==> src/rtl/trf_pkg.sv <==
// ----------------------------------------------------------------------------
// trf_pkg
// Shared types and constants of the triangle tangent frame block.
// ----------------------------------------------------------------------------
package trf_pkg;

    localparam int TRF_QUEUE_DEPTH = 2;
    localparam int IN_DATA_W       = 160;
    localparam int OUT_DATA_W      = 96;
    localparam int OUT_USER_W      = 2;
    localparam int DELTA_W         = 33;

    // one complete triangle: edge and texture deltas
    typedef struct packed {
        logic [2:0][DELTA_W-1:0] dp0;
        logic [2:0][DELTA_W-1:0] dp1;
        logic [DELTA_W-1:0]      du0;
        logic [DELTA_W-1:0]      dv0;
        logic [DELTA_W-1:0]      du1;
        logic [DELTA_W-1:0]      dv1;
    } trf_job_t;

endpackage

==> src/rtl/trf_queue.sv <==
// ----------------------------------------------------------------------------
// trf_queue
// Small FIFO of triangle requests between front and back.
// ----------------------------------------------------------------------------
module trf_queue
    import trf_pkg::*;
#(
    parameter int DEPTH = TRF_QUEUE_DEPTH
)
(
    input  logic     clk,
    input  logic     rst_n,
    input  logic     push,
    input  trf_job_t push_data,
    output logic     full,
    input  logic     pop,
    output logic     not_empty,
    output trf_job_t head_data
);

    localparam int PTR_W = (DEPTH > 1) ? $clog2(DEPTH) : 1;
    localparam int CNT_W = $clog2(DEPTH + 1);
    localparam logic [PTR_W-1:0] PTR_LAST = PTR_W'(DEPTH - 1);
    localparam logic [CNT_W-1:0] CNT_FULL = CNT_W'(DEPTH);

    trf_job_t         mem_reg [DEPTH];
    logic [PTR_W-1:0] wr_ptr_reg;
    logic [PTR_W-1:0] rd_ptr_reg;
    logic [CNT_W-1:0] count_reg;
    logic             do_push;
    logic             do_pop;

    assign full      = (count_reg == CNT_FULL);
    assign not_empty = (count_reg != '0);
    assign do_push   = push && !full;
    assign do_pop    = pop && not_empty;
    assign head_data = mem_reg[rd_ptr_reg];

    always_ff @(posedge clk or negedge rst_n)
    begin
        if (!rst_n)
        begin
            wr_ptr_reg <= '0;
            rd_ptr_reg <= '0;
            count_reg  <= '0;
        end
        else
        begin
            if (do_push)
                wr_ptr_reg <= (wr_ptr_reg == PTR_LAST) ? '0 : wr_ptr_reg + 1'b1;
            if (do_pop)
                rd_ptr_reg <= (rd_ptr_reg == PTR_LAST) ? '0 : rd_ptr_reg + 1'b1;
            if (do_push && !do_pop)
                count_reg <= count_reg + 1'b1;
            else if (do_pop && !do_push)
                count_reg <= count_reg - 1'b1;
        end
    end

    always_ff @(posedge clk)
    begin
        if (do_push)
            mem_reg[wr_ptr_reg] <= push_data;
    end

`ifndef NO_ASSERTIONS
    a_count_bound: assert property (@(posedge clk) disable iff (!rst_n)
        count_reg <= CNT_FULL)
        else $error("queue count above depth");
    a_push_grows: assert property (@(posedge clk) disable iff (!rst_n)
        do_push && !do_pop |=> count_reg == $past(count_reg) + 1'b1)
        else $error("queue push lost");
    a_ptr_sync: assert property (@(posedge clk) disable iff (!rst_n)
        count_reg == '0 |-> wr_ptr_reg == rd_ptr_reg)
        else $error("queue pointers out of step");
`endif

endmodule

==> config.mk <==
export PLATFORM = sky130hd
export DESIGN_NAME = trf_queue
export DESIGN_NICKNAME = d
export VERILOG_FILES = /design/src/rtl/trf_pkg.sv /design/src/rtl/trf_queue.sv
export SDC_FILE = /design/constraint.sdc
export NUM_CORES = 1
export LEC_CHECK = 0
export BUFFER_PORTS_ARGS = -buffer_cell sky130_fd_sc_hd__buf_2
export CAP_MARGIN = 15
export CORE_UTILIZATION = 35
export DETAILED_ROUTE_END_ITERATION = 8
export HOLD_SLACK_MARGIN = 0.15
export PLACE_DENSITY_LB_ADDON = 0.05
export SLEW_MARGIN = 20
export SYNTH_ARGS = -nofsm -noshare
export SYNTH_HDL_FRONTEND = slang
export SYNTH_SLANG_ARGS = --single-unit
==> constraint.sdc <==
create_clock -name clk -period 24.4 [get_ports clk]
set_input_delay 0 -clock clk [delete_from_list [all_inputs] [get_ports clk]]
set_output_delay 0 -clock clk [all_outputs]
set_load 0.02 [all_outputs]
==> results of run 1 <==
cell families after synthesis:
logic type                 share of synthesized area [%]
and+or+nand+nor                                    0.133
buffers and inverters                               2.09
adders and majority gates                         0.0494
xor gates and xnor gates                           0.173
DFF                                                 78.6
muxes                                               19.0
synth_stat cells:
cell,count
and3_1,1
mux2_2,40
inv_1,2
nand2b_1,1
buf_8,30
xnor2_1,3
mux2_4,290
edfxtp_1,660
nor2_1,2
buf_6,1
or2_2,1
dfrtp_1,4
buf_12,2
xor2_1,2
nand2_1,2
ha_1,1
buf_2,4
metrics by stage:
stage / util (%) / worst slack, ns
2_1_floorplan: - / 9.09
3_3_place_gp: 41.2 / 20.85
3_5_place_dp: 41.2 / 20.80
==> impl_metrics.json, run 1 <==
{
  "h-tree-depth": 3,
  "cts_setup_buffers": 0,
  "post_synth.cell_area_avg_um2": 24.2,
  "cts_buffer_depth": 3,
  "die_h_um": 271,
  "cts_sinks": 664,
  "syn_inst": 1046,
  "tool.error": "[ERROR RSZ-0060] Max buffer count reached.",
  "yosysSeqAreaShare_pct": 78.6,
  "synth_top_area_cell": "edfxtp_1",
  "numPortBuffers": 665,
  "synth.area.top_cells": "edfxtp_1, mux2_4, buf_8",
  "post-place-cells": 2633,
  "place_congestion": 0.778,
  "synth_nets": 1381,
  "synth_warnings": 0,
  "io-pin-count": 666,
  "post_cts_resized": 0,
  "initial_core_util_pct": 35.4,
  "synth_cell_types": 17,
  "cts_hold_buf": 552,
  "dpl_cell_area_um2": 29500,
  "rows": 98,
  "synth-seq-cells": 664,
  "fp.dieW_um": 271,
  "cts_buffers": 73,
  "status": "stopped before the end",
  "hpwl_mm": 43.4,
  "haltStage": "4_1_cts",
  "clock_tree.root_cell": "clkbuf_16",
  "synth.cell_area_um2": 25300,
  "synth_top_area_share_pct": 78.2
}
==> run 2: changes to the inputs <==
--- a/config.mk
+++ b/config.mk
@@ -7,10 +7,9 @@
 export LEC_CHECK = 0
 export BUFFER_PORTS_ARGS = -buffer_cell sky130_fd_sc_hd__buf_2
 export CAP_MARGIN = 15
-export CORE_UTILIZATION = 35
+export CORE_UTILIZATION = 20
 export DETAILED_ROUTE_END_ITERATION = 8
-export HOLD_SLACK_MARGIN = 0.15
-export PLACE_DENSITY_LB_ADDON = 0.05
+export PLACE_DENSITY_LB_ADDON = 0.15
 export SLEW_MARGIN = 20
 export SYNTH_ARGS = -nofsm -noshare
 export SYNTH_HDL_FRONTEND = slang
==> run 2 against run 1 <==
The flow now finishes without violations. Area after synthesis is the same. Synthesized cell count is the same.
==> impl_metrics.json, run 2 <==
{
  "post_synth.cell_area_avg_um2": 24.2,
  "rows": 130,
  "hold_viol": 0,
  "layout_min_cycle_time_ns": 4.78,
  "min_path_cells": 2,
  "path_clk_slew_ns": 0.06,
  "clock_skew_ns": 0.0193,
  "path_cells": "buf_4 -> buf_4 -> buf_4 -> mux2_4 -> buf_2",
  "hpwl_mm": 45.0,
  "avgViaCountPerCell": 3.56,
  "required_ns": 24.40,
  "cellLeakagePower_nw": 14.7,
  "relSlewSlack_pct": 30.7,
  "synth_top_area_share_pct": 78.2,
  "insertion_delay_ns": 0.67,
  "synth_flop_cell": "edfxtp_1",
  "numPortBuffers": 665,
  "finalSetupViolCount": 0,
  "syn_to_final_growth_pct": 48.8,
  "hp-class": "in2reg",
  "startpoint_type": "flop",
  "place_congestion": 0.716,
  "cts_buffers": 82,
  "yosysSeqAreaShare_pct": 78.6,
  "synth_common_cells": "edfxtp_1, mux2_4, mux2_2",
  "cts_sinks": 664,
  "wirelength_mm": 67.8,
  "dr.pass1.iters": 4,
  "yosysMostFrequentCell": "edfxtp_1",
  "path_common_cell": "buf_4",
  "clock_tree.root_cell": "clkbuf_16",
  "die_h_um": 358,
  "post_cts_resized": 0,
  "layout-drive-gt1-share_pct": 49.0,
  "route.detailed.wl_per_inst_um": 17.1,
  "synthArstFlopShare_pct": 0.602,
  "nets": 2576,
  "hold_start": "push_data[146]",
  "slew_viol_final": 0,
  "drc": 0,
  "synth.cell_area_um2": 25300,
  "synth.area.top_cells": "edfxtp_1, mux2_4, buf_8",
  "grt_pass1_vias": 15500,
  "r2r_cells": 6,
  "synth_cell_types": 17,
  "synth_enable_flop_cells": 660,
  "grt_pass1_wl_mm": 96.8,
  "clock.fmax_mhz": 209,
  "synth_nets": 1381,
  "ir_drop_mv": 0.0734,
  "fp.dieW_um": 358,
  "rsz0062_at_grt": "no",
  "core_area_um2": 126000,
  "max_stage_delay_ns": 0.88,
  "p_per_area_nw_per_um2": 115,
  "antenna_found_initial": 7,
  "status": "finished clean",
  "io-pin-count": 666,
  "worst_setup_path_end_kind": "output port",
  "max_cap_violations": 0,
  "worst_pin_slew_ns": 1.04,
  "reg2reg_from": "count_reg[0]$_DFFE_PN0P_",
  "crit_slowest_cell": "buf_4",
  "h-tree-depth": 3,
  "drt_iter0_markers": 531,
  "cts_buffer_depth": 3,
  "largest_register_ff_count": 660,
  "crit_type": "reg2out",
  "num_vias": 14100,
  "finalSetupTns_ns": 0,
  "synth_top_area_cell": "edfxtp_1",
  "final_cell_mix": "buf_2, edfxtp_1, dlygate4sd3_1",
  "worstPathArrival_ns": 4.78,
  "grt_max_degree": 130,
  "critPathLaunch": "rd_ptr_reg$_DFFE_PN0P_",
  "dieArea_um2": 128000,
  "drtAntennaViolNets": 0,
  "syn_inst": 1046,
  "critPathMaxFanout": 61,
  "synth_warnings": 0,
  "p_total_w": 0.00435,
  "grt_usage_pct": 10.2,
  "final_common_cell": "buf_2",
  "initial_core_util_pct": 20.2,
  "synth-seq-cells": 664,
  "period_share_pct": 19.6,
  "tritoncts": "done",
  "grt_remaining_overflow": 0
}
[run 2: cell counts after synthesis]
No cell type changed its count.
[run 2: per-layer routing]
| metal | part of all wire [%] | vias up | track usage [%] |
|---|---|---|---|
| met5 | 0.040 | - | 0 |
| li1 | - | 6597 | - |
| met2 | 49 | 485 | 17.3 |
| met1 | 38 | 6876 | 11.0 |
| met4 | 2.5 | 4 | 3.37 |
| met3 | 10 | 107 | 5.13 |
[run 2: repair_timing]
item,4_1_cts,5_1_grt
endpoints found under the hold margin,718,0
setup buffers,0,0
hold buffers,470,0
[run 2: where the power goes]
group | switching (W) | leakage, nW | internal (W) | total, W
clock network | 0.000482 | 1.29 | 0.000700 | 0.00118
registers | 0.0000739 | 6.18 | 0.00156 | 0.00164
logic | 0.000878 | 7.25 | 0.000654 | 0.00153
[run 2: critical path: cells and delay by family (launching register included)]
kind | cells | cell delay [ns]
buffers and inverters | 4 | 2.67
muxes | 1 | 0.36
DFF | 1 | 0.84
[run 2: cell type report]
cell class | instances | area (um^2)
clock inverters | 48 | 494
multi-input cells | 343 | 4910
repair buffers | 1148 | 8170
well taps | 1650 | 2060
inverters | 2 | 7.51
flip-flops and latches | 664 | 19900
fillers | 12600 | 88000
diodes | 4 | 10.0
clock buffers | 97 | 2130
[run 2: cell families (layout without fill, tap and decap cells)]
| group | count (synthesis) | count (layout) | share of synthesized area [%] |
|---|---|---|---|
| XOR/XNOR | 5 | 5 | 0.173 |
| adder cells (fa/ha/maj) | 1 | 1 | 0.0494 |
| buffers and inverters | 39 | 1295 | 2.09 |
| flip-flops | 664 | 664 | 78.6 |
| multiplexers | 330 | 330 | 19.0 |
| other | 0 | 4 | 0 |
| AND/OR/NAND/NOR | 7 | 7 | 0.133 |
[run 2: worst paths after layout]
path,endpoint,slack [ns]
min in group asynchronous,count_reg[0]$_DFFE_PN0P_,0.25
max,head_data[16],19.62
min,mem_reg[0][146]$_DFFE_PP_,0.07
min reg2reg,count_reg[1]$_DFFE_PN0P_,0.52
max reg2reg,mem_reg[0][29]$_DFFE_PP_,19.98
max in group asynchronous,rd_ptr_reg$_DFFE_PN0P_,23.95
[run 2: metrics by stage]
| step | utilization, % | instances | setup WS (ns) | instance area, um^2 | hold WS, ns |
|---|---|---|---|---|---|
| global route | 30.0 | 3955 | 19.32 | 37700 | -0.000266 |
| finish | 30.0 | 3956 | 19.62 | 37700 | 0.0710 |
| global placement | 24.2 | 3337 | 19.92 | 30400 | -0.185 |
| detailed placement | 24.2 | 3337 | 19.83 | 30400 | -0.183 |
| CTS | 30.0 | 3952 | 19.45 | 37700 | 0.0000329 |
| floorplan | - | 1046 | 9.09 | 25300 | -0.296 |
(Power assumes the default switching activity.)
==> run 3: changes to the inputs <==
==> constraint.sdc (replaced) <==
create_clock -name clk -period 4.9 [get_ports clk]
set_input_delay 0 -clock clk [delete_from_list [all_inputs] [get_ports clk]]
set_output_delay 0 -clock clk [all_outputs]
set_load 0.02 [all_outputs]
==> run 3 against run 2 <==
Total power grew to 4.9 times the previous value. Sequential power grew to 5.0 times the previous value. Worst setup slack got worse by 18 ns. Wire length shrank 3.0%. Design area is 3.4% lower. Hold slack better by 0.0045 ns. Die area unchanged. Non-clock buffer count shrank 116. Combinational power grew to 5.0 times the previous value. Critical path type unchanged.
==> impl_metrics.json, run 3 (synthesized netlist as in run 2, its figures left out) <==
{
  "post-place-cells": 3343,
  "hold_path_end": "mem_reg[0][321]$_DFFE_PP_",
  "rsz0062_at_grt": "no",
  "intPower_w": 0.0142,
  "cts_sinks": 664,
  "worst_pin_slew_ns": 0.825,
  "grt_remaining_overflow": 0,
  "place_congestion": 0.726,
  "antenna_found_initial": 9,
  "drtAntennaViolNets": 0,
  "dp_slack_ns": 2.56,
  "r2r_cells": 3,
  "num_vias": 13600,
  "max_stage_delay_ns": 0.92,
  "switchingPower_w": 0.00711,
  "layout-drive-gt1-share_pct": 51.4,
  "grt_pass1_wl_mm": 94.2,
  "pwr-share-comb_pct": 35.7,
  "dr.pass1.iters": 4,
  "path_cells": "buf_12 -> mux2_4 -> buf_2",
  "avgViaCountPerCell": 3.55,
  "grt_usage_pct": 9.87,
  "hpwl_mm": 44.5,
  "finalSetupViolCount": 0,
  "design_area_um2": 36400,
  "drc": 0,
  "final_common_cell": "buf_2",
  "reg2reg_from": "count_reg[0]$_DFFE_PN0P_",
  "status": "finished clean",
  "fin_util_pct": 29.0,
  "route.detailed.wl_per_inst_um": 17.2,
  "drt_iter0_markers": 453,
  "layout_setup_ws_ns": 2.04,
  "io-pin-count": 666,
  "slew_viol_final": 0,
  "rrSetupSlack_ns": 2.55,
  "dpl_cell_area_um2": 30500,
  "path_delay_family": "flip-flops",
  "period_share_pct": 58.5,
  "grt_max_degree": 102,
  "clock.fmax_mhz": 349,
  "clock_skew_ns": 0.0240,
  "max_cap_violations": 0,
  "largest_register_ff_count": 660,
  "syn_to_final_growth_pct": 43.8,
  "p_per_area_nw_per_um2": 585,
  "hold_start": "push_data[321]",
  "cts_setup_buffers": 0,
  "tritoncts": "done",
  "p_total_w": 0.0213,
  "cts_buffer_depth": 3,
  "min_path_cells": 2,
  "layout_min_cycle_time_ns": 2.86,
  "relSlewSlack_pct": 45.0,
  "p_seq_share_pct": 38.1,
  "worst_setup_path_end_kind": "output port",
  "fin_cells": 3832,
  "swShare_pct": 33.3,
  "crit_buf_inv": 2,
  "nets": 2459,
  "h-tree-depth": 3,
  "numPortBuffers": 665,
  "grt_pass1_vias": 15000,
  "wirelength_mm": 65.8,
  "power.share.clock_pct": 26.2,
  "hp-class": "in2reg",
  "insertion_delay_ns": 0.65,
  "crit_slowest_cell": "dfrtp_4",
  "hold_viol": 0,
  "cts_buffers": 81,
  "fp.dieW_um": 358,
  "path_clk_slew_ns": 0.06,
  "final_cell_mix": "buf_2, edfxtp_1, dlygate4sd3_1",
  "crit_type": "reg2out",
  "ir_drop_mv": 0.457,
  "dieArea_um2": 128000,
  "cellLeakagePower_nw": 14.2,
  "die_h_um": 358,
  "rows": 130,
  "clock_tree.root_cell": "clkbuf_16",
  "critPathMaxFanout": 71,
  "initial_core_util_pct": 20.2,
  "core_area_um2": 126000,
  "worstPathArrival_ns": 2.86,
  "startpoint_type": "flop",
  "rr_endpoint": "mem_reg[1][187]$_DFFE_PP_",
  "required_ns": 4.90
}
-- run 3: worst max path at each step --
stage                                        start                   endpoint  slack (ns)  depth (start not counted)
final                       rd_ptr_reg$_DFFE_PN0P_             head_data[265]        2.04                          3
after global routing        rd_ptr_reg$_DFFE_PN0P_              head_data[93]        1.89                          3
after CTS                   rd_ptr_reg$_DFFE_PN0P_              head_data[93]        1.89                          3
after detailed placement  count_reg[0]$_DFFE_PN0P_  mem_reg[1][184]$_DFFE_PP_        2.56                          3
after global placement    count_reg[0]$_DFFE_PN0P_  mem_reg[1][181]$_DFFE_PP_        2.60                          3
after floorplan           count_reg[0]$_DFFE_PN0P_    mem_reg[0][0]$_DFFE_PP_       -0.99                          3
-- run 3: through the flow --
step,setup TNS (ns),hold WS [ns]
after floorplan,-358.89,-0.296
after global placement,0,-0.185
after detailed placement,0,-0.186
after CTS,0,0.000178
after global routing,0,0.0295
final,0,0.0755
-- run 3: what timing repair did --
action                                 in CTS  in global routing
hold buffers                              348                  0
endpoints found under the hold margin     678                  0
gates resized for setup                     0                  0
-- run 3: layer usage --
layer / track usage [%] / vias to the layer above / routed length (um)
li1: - / 6354 / -
met1: 11.0 / 6650 / 26100
met2: 16.6 / 489 / 31600
met3: 4.15 / 110 / 6260
met4: 3.74 / 12 / 1760
met5: 0 / - / 82
-- run 3: final cells by class --
cell class,count,area (um^2)
antenna,2,5.00
tap,1650,2060
inverter,2,7.51
clock inverter,42,363
sequential,664,19900
fill,12700,89300
clock buffer,97,2090
multi-input combinational,343,4920
timing repair buffer,1032,7070
-- run 3: power by group through the flow --
stage / Sequential [W] / Combinational, W / Clock [W]
final: 0.00813 / 0.00761 / 0.00558
after global routing: 0.00826 / 0.00814 / 0.00602
after CTS: 0.00816 / 0.00784 / 0.00584
after detailed placement: 0.00827 / 0.00757 / 0
after global placement: 0.00822 / 0.00757 / 0
after floorplan: 0.00832 / 0.00547 / 0
