$ cat src/rtl/trf_pkg.sv
// ----------------------------------------------------------------------------
// trf_pkg
// Shared types and constants of the triangle tangent frame block.
// ----------------------------------------------------------------------------
package trf_pkg;

    localparam int TRF_QUEUE_DEPTH = 2;
    localparam int IN_DATA_W       = 160;
    localparam int OUT_DATA_W      = 96;
    localparam int OUT_USER_W      = 2;
    localparam int DELTA_W         = 33;

    // one complete triangle: edge and texture deltas
    typedef struct packed {
        logic [2:0][DELTA_W-1:0] dp0;
        logic [2:0][DELTA_W-1:0] dp1;
        logic [DELTA_W-1:0]      du0;
        logic [DELTA_W-1:0]      dv0;
        logic [DELTA_W-1:0]      du1;
        logic [DELTA_W-1:0]      dv1;
    } trf_job_t;

endpackage

$ cat src/rtl/trf_front.sv
// ----------------------------------------------------------------------------
// trf_front
// Accepts vertices, applies the v flip, holds the first two vertices and
// pushes the edge and texture deltas of each completed triangle into the queue.
// ----------------------------------------------------------------------------
module trf_front
    import trf_pkg::*;
(
    input  logic                 clk,
    input  logic                 rst_n,
    input  logic                 cfg_we,
    input  logic                 cfg_wdata,
    input  logic                 s_tvalid,
    output logic                 s_tready,
    input  logic [IN_DATA_W-1:0] s_tdata,
    input  logic                 q_full,
    output logic                 push,
    output trf_job_t             push_data
);

    localparam logic [1:0] SLOT_LAST = 2'd2;

    logic        flip_reg;
    logic [1:0]  slot_reg;
    logic [31:0] hp_reg [2][3];
    logic [31:0] hu_reg [2];
    logic [31:0] hv_reg [2];

    logic              accept;
    logic [31:0]       pos [3];
    logic [31:0]       tex_u;
    logic [31:0]       v_raw;
    logic [31:0]       v_eff;
    logic signed [32:0] flipped;

    function automatic logic [DELTA_W-1:0] sub33(input logic [31:0] a, input logic [31:0] b);
        sub33 = {a[31], a} - {b[31], b};
    endfunction

    assign s_tready = (slot_reg != SLOT_LAST) || !q_full;
    assign accept   = s_tvalid && s_tready;
    assign push     = accept && (slot_reg == SLOT_LAST);

    always_comb
    begin
        pos[0]  = s_tdata[31:0];
        pos[1]  = s_tdata[63:32];
        pos[2]  = s_tdata[95:64];
        tex_u   = s_tdata[127:96];
        v_raw   = s_tdata[159:128];
        flipped = 33'sd65536 - $signed({v_raw[31], v_raw});
        if (!flip_reg)
            v_eff = v_raw;
        else if (flipped > 33'sh07FFFFFFF)
            v_eff = 32'h7FFFFFFF;
        else
            v_eff = flipped[31:0];
    end

    always_comb
    begin
        for (int i = 0; i < 3; i++)
        begin
            push_data.dp0[i] = sub33(hp_reg[1][i], hp_reg[0][i]);
            push_data.dp1[i] = sub33(pos[i], hp_reg[0][i]);
        end
        push_data.du0 = sub33(hu_reg[1], hu_reg[0]);
        push_data.dv0 = sub33(hv_reg[1], hv_reg[0]);
        push_data.du1 = sub33(tex_u, hu_reg[0]);
        push_data.dv1 = sub33(v_eff, hv_reg[0]);
    end

    always_ff @(posedge clk or negedge rst_n)
    begin
        if (!rst_n)
        begin
            flip_reg <= 1'b0;
            slot_reg <= 2'd0;
        end
        else
        begin
            if (cfg_we)
                flip_reg <= cfg_wdata;
            if (accept)
                slot_reg <= (slot_reg == SLOT_LAST) ? 2'd0 : slot_reg + 2'd1;
        end
    end

    always_ff @(posedge clk)
    begin
        if (accept && (slot_reg != SLOT_LAST))
        begin
            for (int i = 0; i < 3; i++)
                hp_reg[slot_reg[0]][i] <= pos[i];
            hu_reg[slot_reg[0]] <= tex_u;
            hv_reg[slot_reg[0]] <= v_eff;
        end
    end

endmodule

$ cat config.mk
export PLATFORM = sky130hd
export DESIGN_NAME = trf_front
export DESIGN_NICKNAME = d
export VERILOG_FILES = /design/src/rtl/trf_pkg.sv /design/src/rtl/trf_front.sv
export SDC_FILE = /design/constraint.sdc
export NUM_CORES = 1
export LEC_CHECK = 0
export BUFFER_PORTS_ARGS = -buffer_cell sky130_fd_sc_hd__buf_2
export CORE_MARGIN = 4
export CORE_UTILIZATION = 50
export DETAILED_ROUTE_END_ITERATION = 7
export HOLD_SLACK_MARGIN = 0.05
export PLACE_DENSITY = 0.79
export SLEW_MARGIN = 40
export SYNTH_ARGS = -nofsm -noshare
export SYNTH_HDL_FRONTEND = slang
export SYNTH_SLANG_ARGS = --single-unit
export TNS_END_PERCENT = 100
$ cat constraint.sdc
create_clock -name clk -period 10.1 [get_ports clk]
set_input_delay 0.505 -clock clk [delete_from_list [all_inputs] [get_ports clk]]
set_output_delay 0.505 -clock clk [all_outputs]
set_load 0.1 [all_outputs]
# Word level (Yosys, flattened, before mapping)
# Memory sizes are Yosys's and may differ from the RTL's.
# Index checks and enable logic that the tools add are counted.
# classes
muxes	5
eq_ne	2
add_sub_neg	12
order_cmp	1
n_reduce_logical	5
# op_table
cell	count
$sub A32 B32 Y33	10
$mux W32	2
$gt A33 B32 Y1 const B	1
$sub A18 B32 Y33 const A	1
$logic_and A1 B1 Y1	3
$add A2 B1 Y2 const B	1
$eq A2 B2 Y1 const B	1
$mux W1	2
$mux W2	1
$ne A2 B2 Y1 const B	1
$logic_not A1 Y1	1
$logic_or A1 B1 Y1	1
# totals
ff_bits	3
ramBits	320
mem_count	3
# mem_list
name	words	word_bits	read_ports	rd_clocked_by_memory_dff	wr	line_no	text
hp_reg	2	96	2	0	1	trf_front.sv:25	logic [31:0] hp_reg [2][3];
hu_reg	2	32	2	0	1	trf_front.sv:26	logic [31:0] hu_reg [2];
hv_reg	2	32	2	0	1	trf_front.sv:27	logic [31:0] hv_reg [2];

# Logic depth before layout (Yosys ltp)
# Gate-level depths: netlist of the first run.
# logic_depth
depth_word	6
depth_mapped	24

# Worst setup path before layout of the first run
# Ideal clock, no wire load.
# synth_timing
path_kind	in2reg
startpoint	input port s_tvalid
endpoint	register slot_reg[0]
t_arrival_ns	7.845
stages	3
setup_slack_ns	2.137
cell_sequence	nand2b_1 -> nor2_1 -> o21bai_1
# synth_between
elab_chain_cells	1
# synth_lines
item	line_no	text
start, declared	trf_front.sv:13	input logic s_tvalid,
$logic_and A1 B1 Y1	trf_front.sv:41	assign accept = s_tvalid && s_tready;
end signal, assigned	trf_front.sv:85	slot_reg <= (slot_reg == SLOT_LAST) ? 2'd0 : slot_reg + 2'd1;
end, declared	trf_front.sv:24	logic [1:0] slot_reg;
# No other way between the ends.
# A chain may end at the register's enable or synchronous reset.

==> flow_summary_export.csv, run 1 <==
group,metric,value,unit
floorplan,pin_count,498,
logic_synthesis,ys_types,84,
final_layout,multi_input_area,0.01587,sq mm
setup_path,path_cells,"buf_2 -> inv_1 -> ha_1 -> nor4b_1 -> nand2_1 -> o21ai_2 -> a41oi_1 -> nor2_1 -> buf_4 -> nor3_1 -> nor3_1 -> ha_1 -> nand3_1 -> nor2_1 -> o211ai_1 -> a2111oi_0 -> o31ai_1 -> a211o_1 -> a21oi_1 -> a211o_1 -> a21oi_1 -> xnor2_1 -> buf_2",
global_route,antenna_found_initial,9,
clocking,cts_setup_buffers,0,
final_layout,final_cell_mix,"buf_2 (497), ha_1 (322), edfxtp_1 (320)",
setup_path,critical-path-slowest-cell,"a2111oi_0",
setup_path,rrSetupSlack,7.91,ns
final_layout,mostFrequentLayoutCell,"buf_2",
place,portBuffers,497,
setup_path,reg2regPathDepth,2,
sta,fin_tns_setup,0,ns
sta,period_share,74.20,%
logic_synthesis,yosys_warnings,0,
setup_path,r2r-start,"slot_reg[0]",
route,routed_wirelength,74580,um
floorplan,fp.dieArea,0.05714,sq mm
sta,fin_crit,7.494,ns
floorplan,fp.coreArea,0.05266,sq mm
logic_synthesis,synth_top_area_share,36.00,%
route,ant_nets,0,
logic_synthesis,syn_nets,3340,
floorplan,initial_core_util,50.69,%
global_route,grt_max_degree,70,
clocking,cts_sinks,323,
route,avgRoutedWirePerCell,18.23,um
global_route,grt_pass1_wl,114600,um
sta,final-hold-violation-count,0,
logic_synthesis,synth_top_flop_cell,"edfxtp_1",
sta,worst_pin_slew,0.8245,ns
logic_synthesis,synthArstFlopShare,0.9288,%
sta,clock_skew,0.01613,ns
setup_path,crit_arrival,6.99,ns
flow_run,max_cap_violations,0,
worst_hold_path,hold_class,"in -> reg",
global_route,grt_use_total,24.67,%
final_layout,regArea,0.009686,sq mm
setup_path,endpoint_kind,"output port",
global_route,grt.overflow.total,0,
logic_synthesis,ys_seq_area_share,36.29,%
setup_path,cp.depth,23,
logic_synthesis,yosysTopAreaCell,"edfxtp_1",
sta,rsz0062_at_grt,"false",
route,vias,23240,
clocking,cts_tree,"yes",
clocking,clockBufferDepth,3,
place,gp_congestion,0.9510,
clocking,clkLatencyLatePin,0.56,ns
logic_synthesis,synth_seq_cells,323,
setup_path,critPathLaunchType,"input port",
clocking,path_clk_slew,0.06,ns
setup_path,crit_fanout,20,
floorplan,die_h,239.0,um
sta,fmax,133.4,MHz
setup_path,worst-endpoint-required,9.60,ns
setup_path,worstSetupEndpoint,"push_data[31]",
final_layout,syn_to_final_growth,18.04,%
logic_synthesis,syn_area,0.02669,sq mm
final_layout,fin_nets,3863,
floorplan,rows,84,
outcome,status,"finished, final reports clean",
final_layout,n_fill_cell,4529,
clocking,cts_root_buffer,"clkbuf_16",
setup_path,worstSetupPathType,"in -> out",
clocking,numCtsBuffers,40,
logic_synthesis,syn_avg_cell_area,9.391,sq um
setup_path,worstReg2RegEnd,"hp_reg[1][75]",
clocking,h-tree-depth,2,
sta,setup_viol,0,
sta,slew_viol_final,0,
place,dp_hpwl,59700,um
logic_synthesis,synthCells,2842,
setup_path,cp-startpoint,"s_tdata[129]",
sta,relSlewSlack,44.56,%
logic_synthesis,yosys-top-cells-area,"edfxtp_1 (36%), ha_1 (15%), xnor2_1 (6.3%)",
setup_path,cp_top_family,"compound AO/OA/AOI/OAI gates",
route,dr.pass1.iters,6,
route,routed_via_density,5.680,
floorplan,dieWidth,239.0,um
setup_path,cp_num_buf_inv,4,
setup_path,max_stage_delay,0.67,ns
worst_hold_path,min-delay-start,"s_tdata[84]",
global_route,grt_pass1_vias,21910,
route,drcViolationCount,0,
route,drt-initial-drc-count,1089,
final_layout,drive_above_1_share,18.16,%
final_layout,largest_reg_flops,192,
worst_hold_path,hold_depth,1,
logic_synthesis,synth_edf_count,320,
==> cells in the mapped netlist, types with 7 or more instances <==
| cell | n |
|---|---|
| a21oi_1 | 262 |
| clkbuf_1 | 17 |
| fa_1 | 10 |
| nor2_1 | 241 |
| o211ai_1 | 24 |
| and2_1 | 12 |
| a21o_1 | 100 |
| nand2b_1 | 32 |
| a2111oi_0 | 7 |
| o21a_1 | 66 |
| a21boi_0 | 16 |
| buf_2 | 7 |
| inv_1 | 280 |
| xor2_1 | 62 |
| nor4_1 | 15 |
| and3_1 | 23 |
| a31o_2 | 7 |
| nand3_1 | 80 |
| nand2_1 | 148 |
| a211oi_1 | 26 |
| nor3_1 | 66 |
| o311ai_0 | 8 |
| o31a_1 | 19 |
| o31ai_1 | 12 |
| a211o_1 | 9 |
| edfxtp_1 | 320 |
| a311oi_1 | 8 |
| o21bai_1 | 33 |
| or2_2 | 11 |
| nor3b_1 | 7 |
| ha_1 | 322 |
| o21ai_0 | 152 |
| nand4_1 | 20 |
| or4_1 | 9 |
| or3_1 | 23 |
| xnor2_1 | 193 |
| nor2b_1 | 50 |
| a31oi_1 | 31 |
==> area by class of cell <==
cell class | count | share of cell area (%)
Clock inverter | 26 | 1.092
Tap cell | 688 | 2.732
Timing Repair Buffer | 505 | 8.272
Antenna cell | 10 | 0.07943
Sequential cell | 323 | 30.74
Clock buffer | 44 | 3.360
Multi-Input combinational cell | 2215 | 50.39
Inverter | 280 | 3.336
==> how the worst min path moves through the flow <==
stage / slack [ns] / to
finish: 0.15 / hp_reg[0][20]
global route: 0.12 / hp_reg[0][20]
CTS: 0.11 / hp_reg[0][26]
detailed placement: 0.31 / slot_reg[1]
global placement: 0.31 / flip_reg
floorplan: 0.21 / flip_reg
==> metal layers <==
layer | up-vias | wire length (um) | global-route usage [%]
li1 | 11570 | - | -
met1 | 10790 | 31760 | 31.92
met2 | 695 | 34740 | 41.04
met3 | 173 | 4819 | 4.153
met4 | 6 | 3215 | 10.46
met5 | - | 34 | 0
==> through the flow <==
step	util, %	area, sq um	worst slack, ns	cells	hold slack [ns]
after floorplan	-	26690	2.137	2842	0.2094
final	59.83	31510	2.606	4091	0.1538
after global routing	59.81	31490	1.956	4086	0.1219
after global placement	56.97	30000	2.853	4008	0.3127
after detailed placement	57.10	30070	2.753	4010	0.3134
after CTS	59.79	31480	2.707	4081	0.1084
==> what timing repair did <==
| item | CTS | global route |
|---|---|---|
| hold buffers | 1 | 0 |
| resized for setup | 0 | 0 |
| hold endpoints to repair | 3 | 0 |
==> logic make-up (layout without fill, tap and decap cells) <==
logic type	after synthesis	in the layout	synth area share, %
compound gates	863	863	21.24
xor+xnor	255	255	8.368
fa+ha+maj	332	332	15.85
buf+inv	304	855	4.308
flops	323	323	36.29
mux	4	4	0.1641
other cells	0	10	0
simple gates	761	761	13.79
Power of run 1 is left out: the tool's default activity adds up to more than one toggle a clock period on the data nets, which glitch-free logic cannot reach.
==> run 2, diff against run 1 <==
==> constraint.sdc (replaced) <==
create_clock -name clk -period 7.5 [get_ports clk]
set_input_delay 0.375 -clock clk [delete_from_list [all_inputs] [get_ports clk]]
set_output_delay 0.375 -clock clk [all_outputs]
set_load 0.1 [all_outputs]
==> flow_summary_export.csv, run 2 (synthesis gave the netlist of run 1 again) <==
group,metric,value,unit
route,vias,24120,
clocking,ctsResizeCount,0,
global_route,grt_pass1_vias,22780,
global_route,antenna_found_initial,8,
sta,setup_viol,0,
clocking,h-tree-depth,2,
route,routed_via_density,5.712,
clocking,cts_root_buffer,"clkbuf_16",
route,drt-initial-drc-count,1510,
floorplan,die_h,239.0,um
sta,period_share,93.10,%
sta,fmax,143.2,MHz
floorplan,fp.coreArea,0.05266,sq mm
global_route,grt_pass1_wl,120200,um
final_layout,fin_nets,3998,
final_layout,final_cell_mix,"buf_2 (497), ha_1 (322), edfxtp_1 (320)",
flow_run,max_cap_violations,0,
final_layout,n_fill_cell,4378,
final_layout,drive_above_1_share,17.60,%
setup_path,crit_fanout,7,
floorplan,pin_count,498,
place,dp_hpwl,59730,um
sta,slew_viol_final,0,
route,avgRoutedWirePerCell,18.36,um
setup_path,r2r-start,"flip_reg",
floorplan,initial_core_util,50.69,%
clocking,cts_tree,"yes",
route,drcViolationCount,0,
clocking,clockBufferDepth,3,
clocking,cts_sinks,323,
clocking,path_clk_slew,0.06,ns
sta,final-hold-violation-count,0,
sta,worst_pin_slew,0.7774,ns
floorplan,rows,84,
sta,fin_crit,6.983,ns
global_route,grt_use_total,25.82,%
final_layout,syn_to_final_growth,22.58,%
route,ant_nets,0,
place,portBuffers,497,
sta,rsz0062_at_grt,"false",
setup_path,crit_arrival,6.61,ns
setup_path,worst-endpoint-required,7.12,ns
sta,fin_tns_setup,0,ns
outcome,status,"finished, final reports clean",
global_route,grt.overflow.total,0,
route,routed_wirelength,77530,um
route,dr.pass1.iters,5,
clocking,cts_setup_buffers,0,
place,gp_congestion,0.9283,
setup_path,worstSetupPathType,"in -> out",
setup_path,cp-startpoint,"s_tdata[129]",
setup_path,endpoint_kind,"output port",
final_layout,largest_reg_flops,192,
floorplan,dieWidth,239.0,um
floorplan,fp.dieArea,0.05714,sq mm
final_layout,mostFrequentLayoutCell,"buf_2",
sta,clock_skew,0.02282,ns
setup_path,critPathLaunchType,"input port",
clocking,numCtsBuffers,41,
global_route,grt_max_degree,87,
worst_hold_path,hold_class,"in -> async",
clocking,clkLatencyLatePin,0.56,ns
sta,relSlewSlack,47.73,%
## run 2: cell types whose count changed in the layout (fill, tap and decap cells not counted), sizes merged
| cell | before | now |
|---|---|---|
| buf | 504 | 507 |
| bufinv | 8 | 3 |
| clkbuf | 44 | 48 |
| clkinv | 13 | 17 |
| clkinvlp | 4 | 3 |
| diode | 10 | 7 |
| dlygate4sd3 | 1 | 132 |
| inv | 281 | 280 |
## run 2: per-stage QoR
step / util [%] / instances / hold slack [ns] / setup WS (ns) / area, sq um
after detailed placement: 57.10 / 4013 / 0.1858 / 0.5145 / 30070
after global placement: 57.03 / 4012 / 0.1829 / 0.6220 / 30030
final: 62.13 / 4223 / 0.1390 / 0.5173 / 32720
after global routing: 62.12 / 4220 / 0.1273 / 0.02489 / 32710
after CTS: 62.09 / 4216 / 0.1040 / 0.4675 / 32690
after floorplan: - / 2842 / 0.07941 / 0.6203 / 26690
## run 2: layer usage
layer / share of wire, % / track usage (%) / vias to the layer above
met3: 7.2 / 4.903 / 201
met1: 41 / 33.13 / 11230
met4: 4.2 / 9.566 / 6
met2: 47 / 43.56 / 838
li1: - / - / 11850
met5: 0.055 / 0 / -
## run 2: cell type report
class | count | area [sq um] | area share [%]
multi-input cells | 2215 | 15870 | 48.52
flip-flops and latches | 323 | 9686 | 29.61
repair buffers | 639 | 3924 | 11.99
clock buffers | 48 | 1094 | 3.343
inverters | 280 | 1051 | 3.213
well taps | 688 | 860.8 | 2.631
clock inverters | 23 | 209.0 | 0.6387
diodes | 7 | 17.52 | 0.05354
## run 2: worst paths after layout
check                           endpoint  slack, ns  depth (start not counted)
setup / recovery           push_data[30]       0.52                         23
hold / removal               slot_reg[1]       0.14                          2
setup reg to reg           hv_reg[0][31]       5.36                          3
hold reg to reg              slot_reg[1]       0.53                          2
max in group asynchronous       flip_reg       7.22                          2
min in group clk             slot_reg[1]       0.22                          5
## run 2: what timing repair did
item,4_1_cts,5_1_grt
endpoints found under the hold margin,261,0
endpoints found under the setup margin,0,0
hold buffers,132,0
## run 2: worst max-delay path, cell delays in order
cell       delay (ns)
buf_2            0.13
inv_1            0.08
ha_1             0.24
or4b_1           0.56
xnor2_1          0.16
or3_1            0.31
a2111oi_0        0.42
nand4_1          0.24
o41ai_4          0.45
o21ai_1          0.13
a22oi_1          0.38
ha_1             0.36
a21o_1           0.21
a21oi_1          0.14
o21bai_1         0.09
a31o_2           0.25
a221o_1          0.32
a31oi_1          0.49
o2111a_1         0.33
o21ai_0          0.13
a31oi_1          0.24
xnor2_1          0.14
buf_2            0.44
Power of run 2 is left out for the same reason.
